[config.mk]
export PLATFORM = sky130hd
export DESIGN_NAME = rpcf_ctrl
export DESIGN_NICKNAME = d
export VERILOG_FILES = /design/src/rtl/rpcf_pkg.sv /design/src/rtl/rpcf_ctrl.sv
export SDC_FILE = /design/constraint.sdc
export NUM_CORES = 1
export LEC_CHECK = 0
export BUFFER_PORTS_ARGS = -buffer_cell sky130_fd_sc_hd__buf_4
export CAP_MARGIN = 20
export CORE_ASPECT_RATIO = 1.1
export CORE_MARGIN = 2
export CORE_UTILIZATION = 45
export DETAILED_ROUTE_END_ITERATION = 6
export PLACE_DENSITY = 0.81
export SLEW_MARGIN = 10
export SYNTH_ARGS = -nofsm -noshare
export SYNTH_HDL_FRONTEND = slang
export SYNTH_SLANG_ARGS = --single-unit
[constraint.sdc]
create_clock -name clk -period 1.5 [get_ports clk]
set_clock_uncertainty 0.05 [all_clocks]
set_input_delay 0.375 -clock clk [delete_from_list [all_inputs] [get_ports clk]]
set_output_delay 0.375 -clock clk [all_outputs]
set_load 0.02 [all_outputs]
[src/rtl/rpcf_pkg.sv]
`timescale 1ns / 1ps
`default_nettype none
// ----------------------------------------------------------------------------
// rpcf_pkg: shared types and constants of the roll/pitch complementary filter
// Holds the command word, state codes, register image and CORDIC angle table.
// ----------------------------------------------------------------------------
package rpcf_pkg;

	localparam int CORDIC_STEPS = 16;          // 8..24
	localparam int SQRT_STEPS   = 30;          // radicand below 2^60, two bits a step
	localparam int DIV_STEPS    = 3;           // estimate, remainder, fix-up
	localparam int CNT_W        = 6;

	localparam logic [19:0] US_PER_S   = 20'd1000000;
	localparam logic [21:0] TWO_S      = 22'd2000000;
	localparam logic [31:0] US_RECIP   = 32'd2251799813;   // floor(2^51 / 1e6)
	localparam logic [39:0] HALF_S     = 40'd500000;
	localparam logic [18:0] QUARTER_TURN = 19'd23040;   // 90 deg in 1/256 deg
	localparam logic signed [25:0] RIGHT_ANG = 26'sd5898240;  // 90 deg, 1/65536
	localparam logic signed [24:0] ANG_MAX = 25'sd262143;
	localparam logic signed [24:0] ANG_MIN = -25'sd262144;

	localparam logic [1:0] REG_BLEND   = 2'd0;
	localparam logic [1:0] REG_DEFAULT = 2'd1;
	localparam logic [1:0] REG_MIN     = 2'd2;
	localparam logic [1:0] REG_MAX     = 2'd3;

	// divide sub-steps
	localparam logic [4:0] DIV_EST = 5'd0;
	localparam logic [4:0] DIV_REM = 5'd1;
	localparam logic [4:0] DIV_FIX = 5'd2;

	typedef enum logic [4:0] {
		OP_NONE,
		OP_LOAD,
		OP_DIFF,
		OP_DT,
		OP_SQY,
		OP_SQZ,
		OP_SQRT_INIT,
		OP_SQRT_STEP,
		OP_CORD_INIT,
		OP_CORD_STEP,
		OP_CORD_DONE,
		OP_GYRO_MUL,
		OP_DIV_INIT,
		OP_DIV_STEP,
		OP_BLEND_G,
		OP_BLEND_M1,
		OP_BLEND_M2,
		OP_BLEND_SUM,
		OP_EMIT
	} op_t;

	typedef enum logic [4:0] {
		ST_IDLE,
		ST_DIFF,
		ST_DT,
		ST_SQY,
		ST_SQZ,
		ST_SQRT_INIT,
		ST_SQRT,
		ST_CR_INIT,
		ST_CR_STEP,
		ST_CR_DONE,
		ST_CP_INIT,
		ST_CP_STEP,
		ST_CP_DONE,
		ST_GMUL,
		ST_DIV_INIT,
		ST_DIV,
		ST_BL_G,
		ST_BL_M1,
		ST_BL_M2,
		ST_BL_SUM,
		ST_OUT
	} state_t;

	typedef struct packed {
		op_t        op;
		logic       axis;   // 0 roll, 1 pitch
		logic [4:0] step;
	} cmd_t;

	typedef struct packed {
		logic [15:0] blend;
		logic [19:0] dflt;
		logic [19:0] dmin;
		logic [19:0] dmax;
	} cfg_t;

	// atan(2^-i) in 1/65536 degree
	function automatic logic signed [25:0] atan_ang(input logic [4:0] i);
		logic signed [25:0] v;
		unique case (i)
			5'd0:  v = 26'sd2949120;
			5'd1:  v = 26'sd1740967;
			5'd2:  v = 26'sd919879;
			5'd3:  v = 26'sd466945;
			5'd4:  v = 26'sd234379;
			5'd5:  v = 26'sd117304;
			5'd6:  v = 26'sd58666;
			5'd7:  v = 26'sd29335;
			5'd8:  v = 26'sd14668;
			5'd9:  v = 26'sd7334;
			5'd10: v = 26'sd3667;
			5'd11: v = 26'sd1833;
			5'd12: v = 26'sd917;
			5'd13: v = 26'sd458;
			5'd14: v = 26'sd229;
			5'd15: v = 26'sd115;
			5'd16: v = 26'sd57;
			5'd17: v = 26'sd29;
			5'd18: v = 26'sd14;
			5'd19: v = 26'sd7;
			5'd20: v = 26'sd4;
			5'd21: v = 26'sd2;
			5'd22: v = 26'sd1;
			default: v = 26'sd0;
		endcase
		return v;
	endfunction

endpackage
`default_nettype wire

[src/rtl/rpcf_ctrl.sv]
`timescale 1ns / 1ps
`default_nettype none
// ----------------------------------------------------------------------------
// rpcf_ctrl: sequencer of the filter
// Steps the datapath through dt, sqrt, two CORDICs, divide and blend per axis.
// ----------------------------------------------------------------------------
module rpcf_ctrl (
	input  wire logic          clk,
	input  wire logic          arst_n,
	input  wire logic          in_valid,
	output logic               in_ready,
	output logic               out_valid,
	input  wire logic          out_ready,
	output rpcf_pkg::cmd_t     cmd
);

	rpcf_pkg::state_t state_q, state_d;
	logic [rpcf_pkg::CNT_W-1:0] cnt_q;
	logic axis_q;
	logic ovalid_q;
	logic emit;

	localparam logic [rpcf_pkg::CNT_W-1:0] SQRT_LAST = rpcf_pkg::CNT_W'(rpcf_pkg::SQRT_STEPS - 1);
	localparam logic [rpcf_pkg::CNT_W-1:0] CORD_LAST = rpcf_pkg::CNT_W'(rpcf_pkg::CORDIC_STEPS - 1);
	localparam logic [rpcf_pkg::CNT_W-1:0] DIV_LAST  = rpcf_pkg::CNT_W'(rpcf_pkg::DIV_STEPS - 1);

	assign emit = (state_q == rpcf_pkg::ST_OUT) && (!ovalid_q || out_ready);

	always_comb begin
		state_d = state_q;
		unique case (state_q)
			rpcf_pkg::ST_IDLE:      if (in_valid) state_d = rpcf_pkg::ST_DIFF;
			rpcf_pkg::ST_DIFF:      state_d = rpcf_pkg::ST_DT;
			rpcf_pkg::ST_DT:        state_d = rpcf_pkg::ST_SQY;
			rpcf_pkg::ST_SQY:       state_d = rpcf_pkg::ST_SQZ;
			rpcf_pkg::ST_SQZ:       state_d = rpcf_pkg::ST_SQRT_INIT;
			rpcf_pkg::ST_SQRT_INIT: state_d = rpcf_pkg::ST_SQRT;
			rpcf_pkg::ST_SQRT:      if (cnt_q == SQRT_LAST) state_d = rpcf_pkg::ST_CR_INIT;
			rpcf_pkg::ST_CR_INIT:   state_d = rpcf_pkg::ST_CR_STEP;
			rpcf_pkg::ST_CR_STEP:   if (cnt_q == CORD_LAST) state_d = rpcf_pkg::ST_CR_DONE;
			rpcf_pkg::ST_CR_DONE:   state_d = rpcf_pkg::ST_CP_INIT;
			rpcf_pkg::ST_CP_INIT:   state_d = rpcf_pkg::ST_CP_STEP;
			rpcf_pkg::ST_CP_STEP:   if (cnt_q == CORD_LAST) state_d = rpcf_pkg::ST_CP_DONE;
			rpcf_pkg::ST_CP_DONE:   state_d = rpcf_pkg::ST_GMUL;
			rpcf_pkg::ST_GMUL:      state_d = rpcf_pkg::ST_DIV_INIT;
			rpcf_pkg::ST_DIV_INIT:  state_d = rpcf_pkg::ST_DIV;
			rpcf_pkg::ST_DIV:       if (cnt_q == DIV_LAST) state_d = rpcf_pkg::ST_BL_G;
			rpcf_pkg::ST_BL_G:      state_d = rpcf_pkg::ST_BL_M1;
			rpcf_pkg::ST_BL_M1:     state_d = rpcf_pkg::ST_BL_M2;
			rpcf_pkg::ST_BL_M2:     state_d = rpcf_pkg::ST_BL_SUM;
			rpcf_pkg::ST_BL_SUM:    state_d = axis_q ? rpcf_pkg::ST_OUT : rpcf_pkg::ST_GMUL;
			rpcf_pkg::ST_OUT:       if (emit) state_d = rpcf_pkg::ST_IDLE;
			default:                state_d = rpcf_pkg::ST_IDLE;
		endcase
	end

	always_comb begin
		cmd.op   = rpcf_pkg::OP_NONE;
		cmd.axis = axis_q;
		cmd.step = cnt_q[4:0];
		unique case (state_q)
			rpcf_pkg::ST_IDLE:      if (in_valid) cmd.op = rpcf_pkg::OP_LOAD;
			rpcf_pkg::ST_DIFF:      cmd.op = rpcf_pkg::OP_DIFF;
			rpcf_pkg::ST_DT:        cmd.op = rpcf_pkg::OP_DT;
			rpcf_pkg::ST_SQY:       cmd.op = rpcf_pkg::OP_SQY;
			rpcf_pkg::ST_SQZ:       cmd.op = rpcf_pkg::OP_SQZ;
			rpcf_pkg::ST_SQRT_INIT: cmd.op = rpcf_pkg::OP_SQRT_INIT;
			rpcf_pkg::ST_SQRT:      cmd.op = rpcf_pkg::OP_SQRT_STEP;
			rpcf_pkg::ST_CR_INIT: begin
				cmd.op = rpcf_pkg::OP_CORD_INIT; cmd.axis = 1'b0;
			end
			rpcf_pkg::ST_CR_STEP: begin
				cmd.op = rpcf_pkg::OP_CORD_STEP; cmd.axis = 1'b0;
			end
			rpcf_pkg::ST_CR_DONE: begin
				cmd.op = rpcf_pkg::OP_CORD_DONE; cmd.axis = 1'b0;
			end
			rpcf_pkg::ST_CP_INIT: begin
				cmd.op = rpcf_pkg::OP_CORD_INIT; cmd.axis = 1'b1;
			end
			rpcf_pkg::ST_CP_STEP: begin
				cmd.op = rpcf_pkg::OP_CORD_STEP; cmd.axis = 1'b1;
			end
			rpcf_pkg::ST_CP_DONE: begin
				cmd.op = rpcf_pkg::OP_CORD_DONE; cmd.axis = 1'b1;
			end
			rpcf_pkg::ST_GMUL:      cmd.op = rpcf_pkg::OP_GYRO_MUL;
			rpcf_pkg::ST_DIV_INIT:  cmd.op = rpcf_pkg::OP_DIV_INIT;
			rpcf_pkg::ST_DIV:       cmd.op = rpcf_pkg::OP_DIV_STEP;
			rpcf_pkg::ST_BL_G:      cmd.op = rpcf_pkg::OP_BLEND_G;
			rpcf_pkg::ST_BL_M1:     cmd.op = rpcf_pkg::OP_BLEND_M1;
			rpcf_pkg::ST_BL_M2:     cmd.op = rpcf_pkg::OP_BLEND_M2;
			rpcf_pkg::ST_BL_SUM:    cmd.op = rpcf_pkg::OP_BLEND_SUM;
			rpcf_pkg::ST_OUT:       if (emit) cmd.op = rpcf_pkg::OP_EMIT;
			default:                cmd.op = rpcf_pkg::OP_NONE;
		endcase
	end

	assign in_ready  = (state_q == rpcf_pkg::ST_IDLE);
	assign out_valid = ovalid_q;

	always_ff @(posedge clk or negedge arst_n) begin
		if (!arst_n) begin
			state_q  <= rpcf_pkg::ST_IDLE;
			cnt_q    <= '0;
			axis_q   <= 1'b0;
			ovalid_q <= 1'b0;
		end else begin
			state_q <= state_d;
			if (state_q == rpcf_pkg::ST_SQRT || state_q == rpcf_pkg::ST_CR_STEP ||
			    state_q == rpcf_pkg::ST_CP_STEP || state_q == rpcf_pkg::ST_DIV)
				cnt_q <= cnt_q + 1'b1;
			else
				cnt_q <= '0;
			if (state_q == rpcf_pkg::ST_DIFF)
				axis_q <= 1'b0;
			else if (state_q == rpcf_pkg::ST_BL_SUM)
				axis_q <= 1'b1;
			if (emit)
				ovalid_q <= 1'b1;
			else if (out_ready)
				ovalid_q <= 1'b0;
		end
	end

endmodule
`default_nettype wire

======== After elaboration in Yosys (flattened, before gate mapping) ========
Cells that the tools add are included.
operators by class
  bitwise logic cells ..................... 0
  $mul .................................... 0
  add/subtract/negate cells ............... 1
  div/mod/pow operators ................... 0
  $lt $le $gt $ge ......................... 0
  reductions and logical operators ........ 15
  shift operators ......................... 0
  eq/ne operators ......................... 29
  mux-type cells .......................... 17
operators with widths
  kind                                                                   count
  5-bit one-hot mux with 21 select lines                                 1
  5-bit one-hot mux with 18 select lines                                 1
  5-bit by 4-bit equality test with 1-bit output, second input constant  8
  5-bit 2-to-1 mux                                                       8
  5-bit equality test, second input constant                             5
  5-bit by 3-bit equality test with 1-bit output, second input constant  4
  2-bit inequality test, second input constant                           6
  5-bit by 2-bit equality test with 1-bit output, second input constant  2
  6-bit by 1-bit adder with 6-bit output, second input constant          1
  6-bit by 2-bit equality test with 1-bit output, second input constant  1
  6-bit by 4-bit equality test with 1-bit output, second input constant  1
  6-bit by 5-bit equality test with 1-bit output, second input constant  1
  6-bit 2-to-1 mux                                                       1
  6-bit AND reduction                                                    1
  2-bit OR reduction                                                     3
  3-bit OR reduction                                                     2
  5-bit by 1-bit equality test with 1-bit output, second input constant  1
  5-bit logical NOT                                                      1
  1-bit 2-to-1 mux                                                       5
  1-bit logical OR                                                       4
  2-bit nonzero test                                                     2
  1-bit one-hot mux with 2 select lines                                  1
  1-bit logical AND                                                      1
  1-bit logical NOT                                                      1
storage, ports and cells
  memories kept ........................... 0
  output and inout port bits .............. 13
  bits in writable memories ............... 0
  register bits after elaboration ......... 13
  ROM bits ................................ 0
  logic and storage cells ................. 66
  input bits .............................. 4
  latch bits .............................. 0

======== Longest topological paths before layout ========
Gate-level depths: netlist of the first run.
  depth after elaboration ................. 5
  depth in mapped cells ................... 6
  depth with buffers taken out ............ 6

======== Worst setup path before layout of the first run ========
No wires, ideal clock.
  path type ............................... reg-to-output
  from .................................... register state_q[1]
  to ...................................... output cmd[10] (netlist bit)
  path buffers ............................ 0
  data required time ...................... 1.075 ns
  arrival ................................. 1.304 ns
  cell stages (with the launch flop) ...... 5
  setup slack ............................. -0.229 ns
  cells stage by stage .................... dfrtp_1 or2_1 nor2_1 a22oi_1 nor3_1
RTL lines
  item                      line              RTL
  start: declaration        rpcf_ctrl.sv:17   rpcf_pkg::state_t state_q, state_d;
  start signal: assignment  rpcf_ctrl.sv:104  state_q <= rpcf_pkg::ST_IDLE;
  start signal: assignment  rpcf_ctrl.sv:109  state_q <= state_d;
  end: declaration          rpcf_ctrl.sv:14   output rpcf_pkg::cmd_t cmd

==> results of run 1 <==
-- report_power, final --
part | switching (mW) | internal (mW)
Clock | 0.118 | 0.104
Sequential | 0.181 | 0.465
Combinational | 1.79 | 1.75
-- worst paths after layout --
kind,startpoint,to,cells past startpoint
max in group asynchronous,arst_n,state_q[0],2
hold reg to reg,cnt_q[0],cnt_q[0],2
hold / removal,arst_n,cnt_q[1],2
setup / recovery,state_q[2],cmd[6],6
setup reg to reg,state_q[2],state_q[1],7
min in group clk,out_ready,out_valid,4
-- final cells by class --
type	instances	area [µm²]	share of cell area
repair buffers	66	554	0.308
well taps	28	35.0	0.0195
inverters	8	37.5	0.0209
flip-flops and latches	13	330	0.184
clock buffers	4	26.3	0.0146
multi-input cells	90	813	0.453
-- per-stage QoR --
step           hold WS, ns  total power, mW
2_1_floorplan       0.0294             2.19
3_3_place_gp         0.174             3.12
3_5_place_dp         0.178             3.17
4_1_cts              0.423             3.87
5_1_grt              0.446             4.64
6_report             0.409             4.41
-- state kept, by name, indices dropped and copies added (netlist names) --
register,flops
state_q,5
cnt_q,6
out_valid,1
axis_q,1
-- timing repair --
action / 4_1_cts / 5_1_grt
cloned: 0 / 0
resized for setup: 28 / 31
hold endpoints to repair: 13 / 0
setup buffers: 7 / 6
endpoints found under the setup margin: 19 / 19
hold buffers: 1 / 0
pin swaps: 4 / 24
-- synth_stat cells (2+ instances only) --
cell type and count:
o22ai_1 5, nand2_1 8, o21ai_0 5, a21oi_1 7
nor2_1 15, xnor2_1 4, o21ai_1 3, a22o_1 2
xor2_1 3, buf_4 5, o32ai_1 2, buf_2 3
inv_2 2, clkbuf_1 3, or2_1 2, inv_1 6
nor3_1 6, a31oi_1 2, nand3_1 8, dfrtp_1 13
ha_1 3
-- logic make-up after synthesis --
| family | Yosys count | synth area share |
|---|---|---|
| xor+xnor | 7 | 0.0623 |
| flops | 13 | 0.330 |
| compound gates | 33 | 0.236 |
| fa+ha+maj | 3 | 0.0381 |
| mux | 1 | 0.0114 |
| buf+inv | 19 | 0.0953 |
| simple gates | 46 | 0.226 |
-- layer usage --
layer	vias up	track usage
met2	64	0.516
met4	0	0.138
met5	-	0
met1	558	0.311
met3	25	0.0452
li1	545	-
-- critical path, delay by kind of cell, from the launching register on --
| kind | cells | cell delay, ns |
|---|---|---|
| simple gates | 3 | 0.47 |
| buf+inv | 1 | 0.13 |
| flops | 1 | 0.46 |
| compound gates | 2 | 0.22 |
==> results.toml, run 1 <==
[floorplanning]
die_height_um = 53.1
dieArea_mm2 = 0.00258
rows = 17
fp.dieW_um = 48.6
initial_core_util = 0.482
pin_count = 17
core_region_area_mm2 = 0.00204

[run]
cap_violations = 0

[global_route]
track_usage = 0.277
antenna_found_initial = 0
grt_pass1_wl_um = 5370
grt-ovfl-total = 0
grt_max_degree = 14
grt_pass1_vias = 1186

[final_layout]
diodes = 0
final.fill_count = 100
area_growth_pct = 82.5
layout_commonest_cell = "buf_4"
final_cell_mix = "buf_4 (51), buf_6 (13), nor2_1 (9), dfrtp_1 (9), nand3_1 (6)"
finalInstanceArea_mm2 = 0.00180
drive_above_1_share = 0.635
fin_util = 0.880
fin_cells = 209
nNetsFinal = 189

[hold_path]
hold_class = "in -> async"

[sta]
max_slew.worst_pin.slew_ns = 0.303
fmax_ghz = 0.498
post-route-period-util = 1.34
hold_viol = 0
slew_headroom = 0.798
tns_ns = -4.57
rsz0062_at_grt = "true"
finalWorstSetupSlack_ns = -0.507
period_minus_slack_ns = 2.01
drv_slew = 0
setup_viol = 12

[critical_path]
start_kind = "flip-flop"
critPathKind = "reg -> out"
slowest_delay_ns = 0.46
path_cells = "or2_4 > nor3_4 > nor2_2 > a21oi_2 > a21oi_4 > buf_6"
critPathRequiredTime_ns = 1.07
ff2ff_setup_slack_ns = -0.30
end_kind = "output pin"
arrival_ns = 1.58
worst-path-max-fanout = 5
cp_slowest_cell = "dfrtp_2"

[synthesis]
syn_nets = 129
synth_cell_types = 36
synth_warnings = 0
synth_top_cell_by_area = "dfrtp_1"
synth-seq-cells = 13
synth_area_leaders = "dfrtp_1 (33%), nor2_1 (5.7%), nand3_1 (4.1%), buf_4 (3.8%), ha_1 (3.8%)"
synthFlopType = "dfrtp_1"
yosysTopAreaCellShare = 0.330
synth_edf_count = 0
syn_inst = 122
avgSynthCellArea_um2 = 8.07
ys_seq_area_frac = 0.330
async_flop_share = 1.00
syn_area_um2 = 985

[power]
leakagePower_nw = 0.797
peakVddDrop_mv = 2.06
power_density_mw_per_mm2 = 2460

[route]
wl_met2_um = 1770
ant_nets = 0
post_drt_wl_per_cell_um = 17.0
top_layer = "met4"
via_per_inst = 5.70
drt-total-wl_um = 3550
wl_met1_um = 1370
drt_iter0_drc = 23
route.met3.wl_um = 213
drc_errors = 0
dr_total_vias = 1192
first_pass_iters = 4

[clocking]
cts_inserted_buffers = 3
clk_latency_ns = 0.29
clock-root-buffer = "clkbuf_4"
cts_tree = "yes"
clk_path_buf_depth = 2
clock_sinks = 13
path_clk_slew_ns = 0.08
htreeDepth = 1

[place]
pre_cts_slack_ns = -0.213
place_area_mm2 = 0.00144
globalplace.congestion = 1.01
dp_hpwl_um = 2210
io_buffers = 16
dp_cells = 194

[outcome]
status = "finished with violations"
violations = "negative setup slack"
No activity file was read; power rests on OpenSTA's default activity.
==> run 2: changes to the inputs <==
==> constraint.sdc (replaced) <==
create_clock -name clk -period 1.5 [get_ports clk]
set_clock_uncertainty 0.05 [all_clocks]
set_input_delay 0.375 -clock clk [delete_from_list [all_inputs] [get_ports clk]]
set_output_delay 0.375 -clock clk [all_outputs]
set_load 0.05 [all_outputs]
==> results.toml, run 2 (synthesized netlist as in run 1, its figures left out) <==
[critical_path]
rr_worst_depth = 7
slowest_delay_ns = 0.47
path_cells = "or2_4 > nor3_4 > nor2_1 > a21oi_2 > a21oi_4 > buf_6"
start_kind = "flip-flop"
cp_slowest_cell = "dfrtp_2"
r2r-start = "state_q[2]"
critPathRequiredTime_ns = 1.07
arrival_ns = 1.63
rr_endpoint = "state_q[0]"
critPathKind = "reg -> out"
worst-path-max-fanout = 3
ff2ff_setup_slack_ns = -0.32
end_kind = "output pin"

[route]
dr_total_vias = 1389
drt_iter0_drc = 122
first_pass_iters = 6
ant_nets = 0
via_per_inst = 6.29
drc_errors = 0
drt-total-wl_um = 4680
post_drt_wl_per_cell_um = 21.2

[final_layout]
final_cell_mix = "buf_4 (57), buf_6 (17), nor2_1 (11)"
diodes = 0
area_growth_pct = 93.5
regMostFlops = "cnt_q"
drive_above_1_share = 0.668
largest_reg_flops = 6
layout_commonest_cell = "buf_4"
reg_top3 = "cnt_q x6, state_q x5"
nNetsFinal = 201
final.fill_count = 70

[floorplanning]
pin_count = 17
rows = 17
die_height_um = 53.1
dieArea_mm2 = 0.00258
fp.dieW_um = 48.6
core_region_area_mm2 = 0.00204
initial_core_util = 0.482

[clocking]
clk_latency_ns = 0.30
htreeDepth = 1
clock-root-buffer = "clkbuf_4"
cts_tree = "yes"
clock_sinks = 13
path_clk_slew_ns = 0.10
cts_inserted_buffers = 3
clk_path_buf_depth = 2

[global_route]
track_usage = 0.334
gr-usage-met3 = 0.0452
grt-ovfl-total = 0
globalRouteMet2Util = 0.587
grt_pass1_vias = 1307
grt_pass1_wl_um = 6380
grt_max_degree = 14
busiest_layer = "met2"
use_met1 = 0.416
antenna_found_initial = 0

[place]
pre_cts_slack_ns = -0.286
io_buffers = 16
globalplace.congestion = 0.898
dp_hpwl_um = 2280

[run]
cap_violations = 0

[power]
power_density_mw_per_mm2 = 2710
leakagePower_nw = 0.855
peakVddDrop_mv = 2.76

[sta]
max_slew.worst_pin.slew_ns = 0.361
drv_slew = 0
period_minus_slack_ns = 2.06
slew_headroom = 0.758
tns_ns = -6.43
post-route-period-util = 1.37
setup_viol = 20
fmax_ghz = 0.486
finalWorstSetupSlack_ns = -0.556
hold_viol = 0
rsz0062_at_grt = "true"

[outcome]
violations = "negative setup slack"
status = "finished with violations"

[hold_path]
hold_class = "in -> async"
==> run 2: cell types whose count changed in the layout (fill, tap and decap cells not counted), sizes merged <==
cell | before | now
buf | 65 | 77
==> run 2: power breakdown <==
group | leakage [nW] | internal, mW | switching (mW)
combinational | 0.680 | 1.92 | 2.32
sequential | 0.159 | 0.470 | 0.212
clock | 0.0150 | 0.104 | 0.137
total | 0.855 | 2.49 | 2.67
==> run 2: stage by stage <==
step / power [mW] / std cells / utilization / area [µm²] / hold slack, ns
floorplan: 2.78 / 122 / - / 1130 / 0.0294
global placement: 3.79 / 200 / 0.756 / 1540 / 0.178
detailed placement: 3.87 / 200 / 0.756 / 1540 / 0.178
CTS: 4.63 / 217 / 0.881 / 1800 / 0.410
global route: 5.30 / 221 / 0.933 / 1910 / 0.437
finish: 5.16 / 221 / 0.933 / 1910 / 0.391
==> run 2: how the worst max path moves through the flow <==
stage / from / to / slack (ns) / depth (start not counted)
after floorplan: state_q[1] / cmd[10] / -0.23 / 4
after global placement: out_ready / cmd[7] / -0.21 / 7
after detailed placement: state_q[2] / cmd[7] / -0.29 / 6
after CTS: state_q[2] / cmd[6] / -0.48 / 6
after global routing: state_q[2] / cmd[6] / -0.57 / 6
final: state_q[2] / cmd[6] / -0.56 / 6
==> run 2: layout make-up <==
cell class	instances	area, µm²	share of cell area
Sequential cell	13	334	0.175
Clock buffer	4	26.3	0.0138
Inverter	8	32.5	0.0171
Tap cell	28	35.0	0.0184
Timing Repair Buffer	78	674	0.354
Multi-Input combinational cell	90	803	0.422
==> run 2: routing by layer <==
layer	wire length (µm)	vias to the layer above
met2	2320	114
met5	0	-
li1	-	572
met1	1720	678
met4	203	0
met3	438	25
==> run 2: critical path: cells and delay by family (launching register included) <==
kind	cells	cell delay (ns)
DFF	1	0.47
buffers and inverters	1	0.15
AOI/OAI and AO/OA	2	0.21
and+or+nand+nor	3	0.51
==> run 2: what timing repair did <==
action | in CTS | in global routing
pin swaps | 7 | 3
hold buffers | 1 | 0
endpoints found under the setup margin | 20 | 23
setup buffers | 12 | 6
hold endpoints to repair | 13 | 0
gates resized for setup | 32 | 24
